File: config.mk
export PLATFORM = sky130hd
export DESIGN_NAME = bbsf_front_flat
export DESIGN_NICKNAME = d
export VERILOG_FILES = /design/src/sv/bbsf_pkg.sv /design/src/sv/bbsf_ifs.sv /design/src/sv/bbsf_front.sv /design/src/flat_wrapper.sv
export SDC_FILE = /design/constraint.sdc
export NUM_CORES = 1
export LEC_CHECK = 0
export BUFFER_PORTS_ARGS = -buffer_cell sky130_fd_sc_hd__buf_2
export CAP_MARGIN = 20
export CORE_MARGIN = 8
export CORE_UTILIZATION = 45
export CTS_BUF_LIST = sky130_fd_sc_hd__clkbuf_16
export CTS_CLUSTER_DIAMETER = 40
export DETAILED_ROUTE_END_ITERATION = 8
export PLACE_DENSITY = 0.67
export SLEW_MARGIN = 10
export SYNTH_ARGS = -nofsm -noshare
export SYNTH_HDL_FRONTEND = slang
export SYNTH_SLANG_ARGS = --single-unit
File: constraint.sdc
create_clock -name clk -period 8.7 [get_ports clk]
set_clock_uncertainty 0.1 [all_clocks]
set_input_delay 0 -clock clk [delete_from_list [all_inputs] [get_ports clk]]
set_output_delay 0 -clock clk [all_outputs]
set_load 0.02 [all_outputs]
File: src/sv/bbsf_pkg.sv
`timescale 1ns / 1ps
`default_nettype none
// ----------------------------------------------------------------------------
// bbsf_pkg
// shared constants, action codes and job types of the bounded byte fifo
// ----------------------------------------------------------------------------
package bbsf_pkg;

  localparam int STORE_DEPTH = 4096;
  localparam int MAX_REQUEST = 64;
  localparam int AW          = $clog2(STORE_DEPTH);
  localparam int CNT_W       = 13;
  localparam int LEN_W       = 7;
  localparam int TOT_W       = 48;
  localparam int ACT_W       = 3;
  localparam int QDEPTH      = 4;
  localparam int QPW         = $clog2(QDEPTH);

  localparam logic [CNT_W-1:0] CAP_RESET = CNT_W'(4096);

  localparam logic [ACT_W-1:0] ACT_WRITE  = 3'd0;
  localparam logic [ACT_W-1:0] ACT_PEEK   = 3'd1;
  localparam logic [ACT_W-1:0] ACT_POP    = 3'd2;
  localparam logic [ACT_W-1:0] ACT_READ   = 3'd3;
  localparam logic [ACT_W-1:0] ACT_END    = 3'd4;
  localparam logic [ACT_W-1:0] ACT_STATUS = 3'd5;

  typedef struct packed {
    logic             accepted;
    logic [CNT_W-1:0] stored_count;
    logic [CNT_W-1:0] room_left;
    logic             ended;
    logic             end_of_stream;
    logic [TOT_W-1:0] total_written;
    logic [TOT_W-1:0] total_read;
  } status_t;

  typedef struct packed {
    logic             is_data;
    logic [AW-1:0]    addr;
    logic [LEN_W-1:0] n;
    status_t          st;
  } job_t;

endpackage

`default_nettype wire

File: src/sv/bbsf_ifs.sv
`timescale 1ns / 1ps
`default_nettype none
// ----------------------------------------------------------------------------
// bbsf channel interfaces
// request, response and capacity write channels, valid/ready handshake
// ----------------------------------------------------------------------------
interface bbsf_req_if;
  import bbsf_pkg::*;
  logic                     valid;
  logic                     ready;
  logic [ACT_W-1:0]         action;
  logic [7:0]               data_in;
  logic [LEN_W-1:0]         length;
  modport source (output valid, action, data_in, length, input ready);
  modport sink   (input valid, action, data_in, length, output ready);
endinterface


interface bbsf_cfg_if;
  import bbsf_pkg::*;
  logic                     valid;
  logic                     ready;
  logic [CNT_W-1:0]         data;
  modport source (output valid, data, input ready);
  modport sink   (input valid, data, output ready);
endinterface

`default_nettype wire

File: src/sv/bbsf_front.sv
`timescale 1ns / 1ps
`default_nettype none
// ----------------------------------------------------------------------------
// bbsf_front
// accepts requests, updates pointers and counters, queues response jobs
// ----------------------------------------------------------------------------
module bbsf_front (
  input  wire logic            clk,
  input  wire logic            rst,
  bbsf_req_if.sink             req,
  bbsf_cfg_if.sink             cfg,
  output      logic            push_valid,
  input  wire logic            push_ready,
  output      bbsf_pkg::job_t  push_job,
  input  wire logic            data_done,
  output      logic            mem_we,
  output      logic [bbsf_pkg::AW-1:0] mem_waddr,
  output      logic [7:0]      mem_wdata
);
  import bbsf_pkg::*;

  logic [CNT_W-1:0] capacity;
  logic [AW-1:0]    head, head_next;
  logic [CNT_W-1:0] fill, fill_next;
  logic [TOT_W-1:0] wr_total, wr_total_next;
  logic [TOT_W-1:0] rd_total, rd_total_next;
  logic             closed, closed_next;
  logic [2:0]       data_jobs;

  logic [CNT_W-1:0] cap_eff;
  logic [LEN_W-1:0] len_c;
  logic [LEN_W-1:0] n;
  logic             ok;
  logic             is_data;
  logic             write_block;
  logic             accept;

  assign cfg.ready = 1'b1;

  always_comb begin
    cap_eff = (capacity > CNT_W'(STORE_DEPTH)) ? CNT_W'(STORE_DEPTH) : capacity;
    len_c   = (req.length > LEN_W'(MAX_REQUEST)) ? LEN_W'(MAX_REQUEST) : req.length;
    n       = (CNT_W'(len_c) < fill) ? len_c : LEN_W'(fill);
    ok            = 1'b0;
    is_data       = 1'b0;
    head_next     = head;
    fill_next     = fill;
    wr_total_next = wr_total;
    rd_total_next = rd_total;
    closed_next   = closed;
    case (req.action)
      ACT_WRITE: begin
        ok = fill < cap_eff;
        if (ok) begin
          fill_next     = fill + CNT_W'(1);
          wr_total_next = wr_total + TOT_W'(1);
        end
      end
      ACT_PEEK, ACT_READ, ACT_POP: begin
        is_data = (req.action != ACT_POP) && (n != '0);
        if (req.action != ACT_PEEK) begin
          head_next     = head + AW'(n);
          fill_next     = fill - CNT_W'(n);
          rd_total_next = rd_total + TOT_W'(n);
        end
      end
      ACT_END: begin
        closed_next = 1'b1;
      end
      default: begin
      end
    endcase
  end

  // writes wait until no queued peek/read still needs the old bytes
  assign write_block = (req.action == ACT_WRITE) && (data_jobs != '0);
  assign push_valid  = req.valid && !write_block;
  assign req.ready   = push_ready && !write_block;
  assign accept      = req.valid && req.ready;

  always_comb begin
    push_job.is_data          = is_data;
    push_job.addr             = head;
    push_job.n                = n;
    push_job.st.accepted      = ok;
    push_job.st.stored_count  = fill_next;
    push_job.st.room_left     = (cap_eff > fill_next) ? cap_eff - fill_next : '0;
    push_job.st.ended         = closed_next;
    push_job.st.end_of_stream = closed_next && (fill_next == '0);
    push_job.st.total_written = wr_total_next;
    push_job.st.total_read    = rd_total_next;
  end

  assign mem_we    = accept && ok;
  assign mem_waddr = AW'(CNT_W'(head) + fill);
  assign mem_wdata = req.data_in;

  always_ff @(posedge clk) begin
    if (rst) begin
      capacity  <= CAP_RESET;
      head      <= '0;
      fill      <= '0;
      wr_total  <= '0;
      rd_total  <= '0;
      closed    <= 1'b0;
      data_jobs <= '0;
    end else begin
      if (cfg.valid) begin
        capacity <= cfg.data;
      end
      if (accept) begin
        head     <= head_next;
        fill     <= fill_next;
        wr_total <= wr_total_next;
        rd_total <= rd_total_next;
        closed   <= closed_next;
      end
      data_jobs <= data_jobs + 3'(accept && is_data) - 3'(data_done);
    end
  end

endmodule

`default_nettype wire

File: src/flat_wrapper.sv
// flat-port wrapper written by rule: the top's interface ports become plain ports
module bbsf_front_flat import bbsf_pkg::*;
  (clk, rst, push_valid, push_ready, push_job, data_done, mem_we, mem_waddr, mem_wdata, req_valid, req_action, req_data_in, req_length, req_ready, cfg_valid, cfg_data, cfg_ready);
  bbsf_req_if req_i ();
  bbsf_cfg_if cfg_i ();
  input  wire logic clk;
  input  wire logic rst;
  output      logic push_valid;
  input  wire logic push_ready;
  output      bbsf_pkg::job_t push_job;
  input  wire logic data_done;
  output      logic mem_we;
  output      logic [bbsf_pkg::AW-1:0] mem_waddr;
  output      logic [7:0] mem_wdata;
  input wire logic [$bits(req_i.valid)-1:0] req_valid;
  input wire logic [$bits(req_i.action)-1:0] req_action;
  input wire logic [$bits(req_i.data_in)-1:0] req_data_in;
  input wire logic [$bits(req_i.length)-1:0] req_length;
  output wire logic [$bits(req_i.ready)-1:0] req_ready;
  input wire logic [$bits(cfg_i.valid)-1:0] cfg_valid;
  input wire logic [$bits(cfg_i.data)-1:0] cfg_data;
  output wire logic [$bits(cfg_i.ready)-1:0] cfg_ready;
  assign req_i.valid = req_valid;
  assign req_i.action = req_action;
  assign req_i.data_in = req_data_in;
  assign req_i.length = req_length;
  assign req_ready = req_i.ready;
  assign cfg_i.valid = cfg_valid;
  assign cfg_i.data = cfg_data;
  assign cfg_ready = cfg_i.ready;
  bbsf_front u_core (.clk(clk), .rst(rst), .req(req_i), .cfg(cfg_i), .push_valid(push_valid), .push_ready(push_ready), .push_job(push_job), .data_done(data_done), .mem_we(mem_we), .mem_waddr(mem_waddr), .mem_wdata(mem_wdata));
endmodule
==> results.md, run 1 <==
- Status: complete, no violations
- Synth Cell Area: 0.0109 mm2
- Post_cts resized: 0
- # port buffers: roughly 190
- Num CTS Buffers: 17
- Total Die Area: 0.0294 mm2
- DR vias/cell: between 5 and 6
- Initial antenna violation count: 0
- LEAKAGE: approximately 5.9 nW
- Crit-path max cell delay: 660 ps
- CTS Buffer Depth: 2
- Starting density of the core: 45.2%
- Critical Path AT: between 7000 and 8000 ps
- Fraction of layout cells with a size suffix above 1: 17.4%
- Net switching power: approximately 0.71 mW
- Area grow syn2layout: 19.5%
- Worst r2r src: u_core.fill[1]$_SDFFE_PP0P_
- GPL Wtd Cong: 0.908
- IO Count: between 200 and 250
- Vias in the first global route: a little over 10000
- Tightest Pin Transition: 954 ps
- Worst path required time: between 8000 and 9000 ps
- CP Max Fanout: 15
- Crit Reg-Reg Endpoint: u_core.rd_total[31]$_SDFFE_PP0P_
- Highest Clock Rate: between 100 and 150 MHz
- Post-DRT Antenna Nets: 0
- Part of the cycle the worst path needs: 82.1%
- Power Internal: about 1.3 mW
- Setup TNS Final: 0 ps
- Drt total wl: between 30000 and 40000 um
- Switching Share: around a third
- # DRC: 0
- Worst Setup End Kind: output pin
- Finished Layout Cells: roughly 1900
- Placeable Area: between 0.02 and 0.025 mm2
- Dpl ws: between 2000 and 2500 ps
- Post-synth EDFFs: 0
- Fin area: 0.0130 mm2
- Final Setup Violations: 0
- Post-synth ARST share: 0%
- Max-cap violations: 0
- Worst skew pair latency: roughly 420 ps
- Die Y: between 150 and 200 um
- P per Cell Area: roughly 160 mW/mm2
- Final hold vios: 0
- R2R setup slack: 3370 ps
- Layout Utilization: a little over half
- CP Launch Point: u_core.fill[1]$_SDFFE_PP0P_
- Syn Area/Cell: a little under 8 um2
- GR Util All Layers: between 20% and 30%
- Placed Instance Area: about 0.012 mm2
- Post-synthesis sequential area ratio: around a quarter
- CTS tree: done
- Final hold slack: about 34 ps
- Clock-pin transition on the worst setup and hold timing paths: 60 ps
- Max-slew violations: 0
- Clock Sinks: roughly 140
- Seq cells post-synth: roughly 140
- DR WL/cell: about 16 um
- Maximum vdd drop: ~120 uV
- Worst Setup EP: push_job[108]
- Worst slew margin: roughly 36%
- Largest net degree at the start of global routing: between 80 and 90
- Sequential power share: between 30% and 40%
- Syn nets: around 1500
- CP max stage cell: dfxtp_1
- DP HPWL: ~23000 um
- Total power: 2.01 mW
- Drt first pass iters: 5
- Worst Slack Setup Final: about 1600 ps
- Synth Flop Type: dfxtp_1
- RSZ-0062 raised after global routing: false
- Die X: between 150 and 200 um
- Worst min path class: input pin to flip-flop
- Netlist cell types: 82
- Row count: 57
- Final min period: roughly 7000 ps
- Setup bufs post-CTS: 0
- Final Net Count: about 1700
- Startpoint Class: flip-flop
- Vias: approximately 10000
- Global-route wire length before repair: between 50000 and 60000 um
- # diodes: 0
- Cells after Synth: 1407
- Fill count: 2316
- H-Tree Level Count: 4
- Comb pwr share: ~30%
- Setup CP Type: flip-flop to output pin
- Worst R2R Path Depth: 19
- Yosys warns: 0
- DRT iter0 DRCs: 771
- Gr ovfl total: 0
- CTS root buf: clkbuf_16
- Cells after DPL: around 1900
- Clock share of power: roughly 37%
[sequential cells by signal (all words and copies together) (netlist names)]
signal,count
u_core.capacity,13
u_core.closed,1
u_core.fill,13
u_core.rd_total,48
u_core.data_jobs,3
u_core.wr_total,48
u_core.head,12
[worst min-delay path by stage]
stage	from	to	cells past startpoint
5_1_grt	data_done	u_core.data_jobs[1]$_SDFF_PP0_	4
6_report	data_done	u_core.data_jobs[1]$_SDFF_PP0_	4
2_1_floorplan	req_data_in[0]	mem_wdata[0]	1
3_5_place_dp	req_data_in[2]	mem_wdata[2]	0
4_1_cts	data_done	u_core.data_jobs[1]$_SDFF_PP0_	4
3_3_place_gp	req_data_in[2]	mem_wdata[2]	0
[power by group through the flow]
stage | Sequential, mW | Combinational [mW] | Clock [mW]
2_1_floorplan | 0.671 | 0.428 | 0
3_3_place_gp | 0.678 | 0.573 | 0
3_5_place_dp | 0.678 | 0.577 | 0
4_1_cts | 0.664 | 0.602 | 0.761
5_1_grt | 0.666 | 0.661 | 0.788
6_report | 0.664 | 0.604 | 0.744
[layout make-up]
class	instances	area [um2]	share of cell area, %
clock inverters	14	160	1.23
clock buffers	17	425	3.28
well taps	324	405	3.13
multi-input cells	1124	7460	57.5
repair buffers	246	1490	11.5
inverters	69	260	2.01
flip-flops and latches	138	2760	21.3
[synthesized netlist by cell type, types with 4 or more instances]
cell type  instances  area [um2]
a211oi_1          10        75.1
a21boi_0           4        30.0
a21o_1            17         128
a21oi_1           59         295
and2_1            10        62.6
and3_1            28         175
and4_1            10        87.6
buf_2             11        55.1
buf_4             12        90.1
buf_6              5        56.3
clkbuf_1          45         169
dfxtp_1          138        2760
fa_1               6         120
ha_1              67         838
inv_1             65         244
mux2_2             7        78.8
mux2i_1           20         200
nand2_1          155         582
nand2b_1           5        31.3
nand3_1           50         250
nand4_1           42         263
nor2_1           197         739
nor2_2             7        43.8
nor2b_1           14        87.6
nor3_1            47         235
nor4_1            16         100
nor4_2             8         100
o21a_1             7        52.6
o21ai_0           33         165
o21bai_1           5        37.5
o31ai_1            5        37.5
o41ai_1            5        43.8
or3_1              8        50.1
or4_1              6        45.0
xnor2_1          123        1080
xor2_1            94         823
[worst max-delay path, delay by kind of cell (launching register included)]
family | cells | cell delay [ps]
compound gates | 17 | 3660
fa+ha+maj | 4 | 1370
flops | 1 | 660
buf+inv | 4 | 550
mux | 1 | 400
[kinds of logic (layout without fill, tap and decap cells)]
logic type	Yosys count	in the layout	share of synthesized area, %
flip-flops	138	138	25.4
adder cells (fa/ha/maj)	73	73	8.83
multiplexers	27	27	2.57
XOR/XNOR	217	217	17.5
AO/OA/AOI/OAI	177	177	10.9
AND/OR/NAND/NOR	629	629	28.8
other	1	1	0.0345
buffers and inverters	145	346	5.91
[cell usage in the layout (no fill, tap or decap), types with 6 or more instances in the layout]
master and instances:
nor2_1 197, buf_2 187, nand2_1 155, dfxtp_1 138
xnor2_1 123, xor2_1 94, ha_1 67, inv_1 65
a21oi_1 58, nand3_1 49, dlygate4sd3_1 48, nor3_1 47
nand4_1 42, o21ai_0 33, and3_1 27, mux2i_1 20
a21o_1 17, clkbuf_16 17, nor4_1 16, nor2b_1 14
a211oi_1 10, and2_1 10, and4_1 10, buf_4 9
nor4_2 8, or3_1 8, nor2_2 7, o21a_1 7
mux2_2 7, or4_1 6, fa_1 6, inv_6 6
[routing by layer]
| metal | vias up | global-route usage, % | share of wire [%] |
|---|---|---|---|
| met4 | 0 | 5.33 | 1.5 |
| met5 | - | 0 | 0 |
| met3 | 41 | 3.79 | 5.8 |
| li1 | 5195 | - | - |
| met1 | 4824 | 27.5 | 45 |
| met2 | 293 | 36.8 | 47 |
[timing repair]
action / 4_1_cts / 5_1_grt
endpoints found under the setup margin: 0 / 0
hold endpoints to repair: 47 / 0
hold buffers: 48 / 0
Power figures use the tool's default switching activity.
==> run 2: changes to the inputs <==
--- a/config.mk
+++ b/config.mk
@@ -12,7 +12,7 @@
 export CTS_BUF_LIST = sky130_fd_sc_hd__clkbuf_16
 export CTS_CLUSTER_DIAMETER = 40
 export DETAILED_ROUTE_END_ITERATION = 8
-export PLACE_DENSITY = 0.67
+export PLACE_DENSITY = 0.7
 export SLEW_MARGIN = 10
 export SYNTH_ARGS = -nofsm -noshare
 export SYNTH_HDL_FRONTEND = slang
==> constraint.sdc (replaced) <==
create_clock -name clk -period 5.8 [get_ports clk]
set_clock_uncertainty 0.1 [all_clocks]
set_input_delay 0 -clock clk [delete_from_list [all_inputs] [get_ports clk]]
set_output_delay 0 -clock clk [all_outputs]
set_load 0.02 [all_outputs]
==> run 2 against run 1 <==
  * The flow now finishes with violations (setup timing)
  * Global-route usage up 1.5 points
  * Cell area up 6.1%
  * Wire length up 7.6%
  * Power up 67%
  * Clock power up 53%
  * Sequential power up 48%
  * Critical path type unchanged
  * Critical endpoint is now push_job[107]
  * Sequential cell count unchanged
==> results.md, run 2 (synthesized netlist as in run 1, its figures left out) <==
- Post-DRT Antenna Nets: 0
- Final hold vios: 0
- Clock-pin transition on the worst setup and hold timing paths: about 70 ps
- Worst r2r src: u_core.fill[1]$_SDFFE_PP0P_
- Worst slew margin: about a third
- Status: complete, but fails checks
- Fill count: roughly 2200
- Critical Path AT: between 5000 and 6000 ps
- DP HPWL: between 20000 and 30000 um
- Worst min path class: input pin to flip-flop
- DR WL/cell: between 15 and 20 um
- Violated checks: setup timing
- Num CTS Buffers: 17
- Worst Setup EP: push_job[107]
- Tightest Pin Transition: between 1000 and 1500 ps
- Startpoint Class: flip-flop
- Fin area: 0.0138 mm2
- Placeable Area: ~0.024 mm2
- Part of the cycle the worst path needs: 101%
- Worst Slack Setup Final: -74.7 ps
- Initial antenna violation count: 0
- Vias: ~11000
- FF/Latch Area: between 0.002 and 0.003 mm2
- Crit path top cell by count: ha_4
- RSZ-0062 raised after global routing: true
- # DRC: 0
- Highest Clock Rate: approximately 170 MHz
- Worst Setup End Kind: output pin
- Max layer used: met4
- GR Util All Layers: about 23%
- IO Count: 206
- Placed Instance Area: 0.0123 mm2
- Multi-input gate area: between 0.007 and 0.008 mm2
- R2R setup slack: approximately 860 ps
- Area grow syn2layout: 26.7%
- Die Y: 171 um
- Max-cap violations: 0
- LEAKAGE: a little over 6 nW
- CP max stage cell: fa_2
- Bufs and invs on worst path: 6
- Worst skew pair latency: about 430 ps
- Final min period: around 6000 ps
- Crit Reg-Reg Endpoint: u_core.rd_total[47]$_SDFFE_PP0P_
- Final Setup Violations: 13
- CTS root buf: clkbuf_16
- Final Net Count: between 1500 and 2000
- Most frequent cells in the layout: 185 x nor2_1, 174 x buf_2, 154 x nand2_1
- Gr ovfl total: 0
- Met1 WL: 14500 um
- GPL Wtd Cong: 0.885
- Row count: 57
- Fraction of layout cells with a size suffix above 1: a little under a quarter
- Crit-path max cell delay: roughly 540 ps
- # port buffers: between 150 and 200
- CTS Buffer Depth: 2
- Registers with the most flip-flops: u_core.rd_total (48), u_core.wr_total (48)
- Largest net degree at the start of global routing: 80
- Setup CP Type: flip-flop to output pin
- DR vias/cell: approximately 5.5
- Total Die Area: 0.0294 mm2
- DRT iter0 DRCs: ~640
- Worst R2R Path Depth: 21
- H-Tree Level Count: 4
- Worst path required time: 5700 ps
- # diodes: 0
- CTS tree: done
- Die X: about 170 um
- Drt first pass iters: 7
- Max-slew violations: 0
- P per Cell Area: 244 mW/mm2
- Crit path max-delay family: compound AO/OA/AOI/OAI gates
- WP depth: 28
- Global-route wire length before repair: 54200 um
- CP Max Fanout: 6
- Clock Sinks: approximately 140
- Met2 WL: about 17000 um
- Drt total wl: 34200 um
- Routed met3 length: approximately 2100 um
- Most common cell after layout, fill and taps aside: nor2_1
- Maximum vdd drop: 162 uV
- Starting density of the core: between 40 and 50%
- Layout Utilization: 57.2%
- CP Launch Point: u_core.fill[1]$_SDFFE_PP0P_
- Vias in the first global route: roughly 11000
==> run 2: changes by cell type in the layout (fill, tap and decap cells not counted), sizes merged <==
cell / previous run / this run
buf: 196 / 243
dlygate4sd3: 48 / 41
clkinvlp: 3 / 2
clkinv: 4 / 3
inv: 74 / 78
bufinv: 2 / 1
==> run 2: per-stage QoR <==
step	hold slack, ps	std cells	TNS [ps]	setup WS (ps)	total power, mW
after floorplan	12.6	1407	0	2.95	1.76
after global placement	-99.9	1876	0	290	2.01
after detailed placement	-99.9	1876	0	113	2.02
after CTS	42.2	1963	0	0.824	3.26
after global routing	53.2	1973	-3780	-330	3.51
final	52.0	1973	-667	-74.7	3.36
==> run 2: power breakdown <==
group | internal [mW] | switching (mW) | total, mW
sequential | 0.967 | 0.0159 | 0.983
combinational | 0.540 | 0.702 | 1.24
clock | 0.620 | 0.516 | 1.14
==> run 2: what timing repair did <==
item | CTS | global route
gates resized for setup | 17 | 44
hold buffers | 41 | 0
endpoints found under the hold margin | 29 | 0
endpoints found under the setup margin | 13 | 15
setup buffers | 13 | 9
cloned | 1 | 0
pin swaps | 14 | 32
==> run 2: worst reg2reg max path, stage by stage, from the launching register on <==
cell      delay [ps]
dfxtp_4          350
inv_4             60
ha_4             180
a21boi_2         140
o21a_1           180
o21a_1           180
o21ai_1          140
a21oi_1           90
a211oi_2         210
buf_6            180
buf_4            140
mux2_2           430
ha_1             310
a21o_1           100
a21oi_1           90
o21bai_1         250
a21boi_0         160
buf_4            180
nor4_1           860
nand4_1          240
xor2_1           200
nor2_1            50
==> run 2: layout make-up <==
cell class | instances | share of cell area (%)
multi-input combinational | 1124 | 56.9
sequential | 138 | 20.1
timing repair buffer | 286 | 13.7
clock buffer | 17 | 3.09
tap | 324 | 2.95
inverter | 69 | 1.96
clock inverter | 15 | 1.28
==> run 2: worst min path at each step <==
stage                    from                             end  slack, ps  depth (start not counted)
6_report            data_done  u_core.data_jobs[1]$_SDFF_PP0_         50                          4
5_1_grt             data_done  u_core.data_jobs[1]$_SDFF_PP0_         50                          4
4_1_cts             data_done  u_core.data_jobs[1]$_SDFF_PP0_         40                          4
3_5_place_dp   req_data_in[6]                    mem_wdata[6]       -100                          0
3_3_place_gp   req_data_in[6]                    mem_wdata[6]       -100                          0
2_1_floorplan  req_data_in[0]                    mem_wdata[0]         10                          1
==> run 2: routing by layer <==
metal | up-vias | GRT usage, %
li1 | 5260 | -
met1 | 5059 | 27.8
met2 | 361 | 39.4
met3 | 92 | 4.20
met4 | 0 | 9.79
met5 | - | 0
==> run 3: changes to the inputs <==
--- a/config.mk
+++ b/config.mk
@@ -5,6 +5,7 @@
 export SDC_FILE = /design/constraint.sdc
 export NUM_CORES = 1
 export LEC_CHECK = 0
+export ABC_AREA = 1
 export BUFFER_PORTS_ARGS = -buffer_cell sky130_fd_sc_hd__buf_2
 export CAP_MARGIN = 20
 export CORE_MARGIN = 8
@@ -12,8 +13,8 @@
 export CTS_BUF_LIST = sky130_fd_sc_hd__clkbuf_16
 export CTS_CLUSTER_DIAMETER = 40
 export DETAILED_ROUTE_END_ITERATION = 8
-export PLACE_DENSITY = 0.7
-export SLEW_MARGIN = 10
+export PLACE_DENSITY = 0.69
+export SLEW_MARGIN = 20
 export SYNTH_ARGS = -nofsm -noshare
 export SYNTH_HDL_FRONTEND = slang
 export SYNTH_SLANG_ARGS = --single-unit
==> run 3 against run 2 <==
  * The run now ends clean
  * Sequential cell count stayed put
  * Critical endpoint is now push_job[102]
  * Via count is 23% higher
  * Critical path depth stayed put
  * Cell area is 3.3% higher
==> results.md, run 3 <==
- Crit Reg-Reg Endpoint: u_core.rd_total[39]$_SDFFE_PP0P_
- Clock-pin transition on the worst setup and hold timing paths: ~70 ps
- Clock Sinks: ~140
- Synth Flop Type: dfxtp_1
- Registers with the most flip-flops: u_core.rd_total (48), u_core.wr_total (48)
- Setup CP Type: flip-flop to output pin
- # DRC: 0
- Final Setup Violations: 0
- Highest Clock Rate: 189 MHz
- H-Tree Level Count: 4
- Vias: between 10000 and 15000
- Multiplexer area fraction after synthesis: 0%
- Yosys warns: 0
- Largest family of logic cells by synthesized area: simple AND/OR/NAND/NOR gates
- Starting density of the core: approximately 45%
- CTS tree: done
- Worst skew pair latency: 420 ps
- Post-synthesis sequential area ratio: 22.7%
- GR Util All Layers: between 20% and 30%
- P per Cell Area: 252 mW/mm2
- Num CTS Buffers: 17
- Die Y: roughly 180 um
- Synth Area in Compound Gates: 16.2%
- Die X: around 180 um
- Syn nets: 2078
- Largest net degree at the start of global routing: 85
- Area grow syn2layout: 16.6%
- Top cells by area, synth: dfxtp_1 23%, nand2_1 13%, inv_1 11%, ha_1 6.9%, a21oi_1 6.3%
- IO Count: 206
- Post-synth EDFFs: 0
- Crit-path max cell delay: 400 ps
- M2 GR Usage: about 39%
- Worst path required time: approximately 5700 ps
- Post-synthesis adder-cell area fraction: between 7 and 8%
- Most common cell after layout, fill and taps aside: nand2_1
- Worst R2R Path Depth: 20
- Tightest Pin Transition: ~1100 ps
- Gr ovfl total: 0
- Drt total wl: a little under 40000 um
- Maximum vdd drop: around 170 uV
- DP HPWL: ~29000 um
- CTS Buffer Depth: 2
- GPL Wtd Cong: a little over 0.9
- Drt first pass iters: 7
- CTS root buf: clkbuf_16
- Crit path top cell by count: nand2_1
- RSZ-0062 raised after global routing: false
- Part of the cycle the worst path needs: 91.1%
- GR peak layer: met2
- Status: complete, no violations
- Final hold slack: around 110 ps
- Synth Cell Area: approximately 0.012 mm2
- Worst min path class: input pin to flip-flop
- CP Max Fanout: 13
- Syn Area/Cell: roughly 6.2 um2
- Vias in the first global route: around 13000
- Worst r2r src: u_core.fill[5]$_SDFFE_PP0P_
- Final Net Count: 2257
- # diodes: 0
- Post-synth ARST share: 0%
- DR WL/cell: between 15 and 20 um
- # port buffers: around 190
- Fill count: 2780
- LEAKAGE: approximately 7.4 nW
- Met1 Use GR: slightly above 30%
- DR vias/cell: ~5.3
- Most common cell in the netlist: nand2_1
- Fraction of layout cells with a size suffix above 1: about 14%
- Startpoint Class: flip-flop
- Hold depth: 3
- Final min period: between 5000 and 6000 ps
- Placeable Area: between 0.02 and 0.03 mm2
- CP max stage cell: dfxtp_4
- Max-slew violations: 0
- DRT iter0 DRCs: slightly above 1000
- Worst Hold Path EP: u_core.capacity[3]$_SDFFE_PP0P_
- Top cell type's share of synthesized area: between 20% and 30%
- Row count: 60
- R2R setup slack: approximately 2000 ps
- Initial antenna violation count: 0
- Final hold vios: 0
- Synth cell count leaders: 421 x nand2_1, 342 x inv_1, 184 x nor2_1
- Netlist cell types: 57
- Met3 Use GR: roughly 5%
- Cells after Synth: between 1500 and 2000
- Max-cap violations: 0
- Worst slew margin: 27.4%
- Xor/xnor share of the synthesized area: between 7 and 8%
- Worst Setup End Kind: output pin
- Setup TNS Final: 0 ps
- Simple-gate share of the synthesized area: approximately a third
- Global-route wire length before repair: between 60000 and 70000 um
- Post-DRT Antenna Nets: 0
- Worst hold start: cfg_valid
- Seq cells post-synth: roughly 140
- Yosys top cell by area: dfxtp_1
- Total Die Area: between 0.03 and 0.04 mm2
- Most frequent cells in the layout: 419 x nand2_1, 342 x inv_1, 188 x buf_2
- Critical Path AT: 5180 ps
[run 3: changes by cell type after synthesis, sizes merged, moves of 79 or more]
cell / delta
a21oi: +98
inv: +283
nand2: +279
nand3: +79
o21ai: +136
xnor2: -109
[run 3: layer usage]
layer	up-vias	share of wire (%)
met4	0	1.8
met1	6047	46
met3	63	7.5
met2	497	45
met5	-	0
li1	6628	-
[run 3: timing repair]
| item | 4_1_cts | 5_1_grt |
|---|---|---|
| resized for setup | 0 | 14 |
| buffers inserted | 0 | 1 |
| hold buffers | 30 | 0 |
| hold endpoints to repair | 22 | 0 |
| endpoints found under the setup margin | 0 | 13 |
[run 3: kinds of logic after synthesis]
group | Yosys count
AOI/OAI and AO/OA | 367
other | 1
and+or+nand+nor | 864
adders and majority gates | 73
DFF | 138
buffers and inverters | 423
xor gates and xnor gates | 102
[run 3: worst max path at each step]
stage,to,from,depth (start not counted)
after floorplan,push_job[100],u_core.fill[4]$_SDFFE_PP0P_,33
after global placement,push_job[102],u_core.fill[4]$_SDFFE_PP0P_,34
after detailed placement,push_job[102],u_core.fill[4]$_SDFFE_PP0P_,34
after CTS,push_job[102],u_core.fill[4]$_SDFFE_PP0P_,34
after global routing,push_job[109],u_core.fill[4]$_SDFFE_PP0P_,32
final,push_job[102],u_core.fill[4]$_SDFFE_PP0P_,28
[run 3: per-stage QoR]
stage | cells | cell area (um2) | utilization [%] | total power, mW | worst slack, ps
2_1_floorplan | 1968 | 12200 | - | 2.05 | 873
3_3_place_gp | 2438 | 13300 | 49.5 | 2.40 | 809
3_5_place_dp | 2438 | 13300 | 49.5 | 2.41 | 574
4_1_cts | 2498 | 14100 | 52.8 | 3.58 | 95.2
5_1_grt | 2499 | 14200 | 53.0 | 3.80 | 13.0
6_report | 2499 | 14200 | 53.0 | 3.58 | 518
[run 3: worst max-delay path: cells and delay by family (launching register included)]
kind / cells / cell delay [ps]
buf+inv: 5 / 640
flops: 1 / 400
fa+ha+maj: 3 / 970
simple gates: 12 / 1630
compound gates: 8 / 1140
[run 3: area by class of cell]
cell class | instances | area, um2 | area share, %
well taps | 341 | 427 | 3.00
inverters | 351 | 1320 | 9.31
clock inverters | 13 | 155 | 1.09
multi-input cells | 1407 | 7760 | 54.6
clock buffers | 17 | 425 | 2.99
repair buffers | 232 | 1350 | 9.48
flip-flops and latches | 138 | 2770 | 19.5
[run 3: power breakdown]
group / switching, mW / internal (mW)
Sequential: 0.0704 / 1.01
Clock: 0.463 / 0.670
Combinational: 0.908 / 0.449
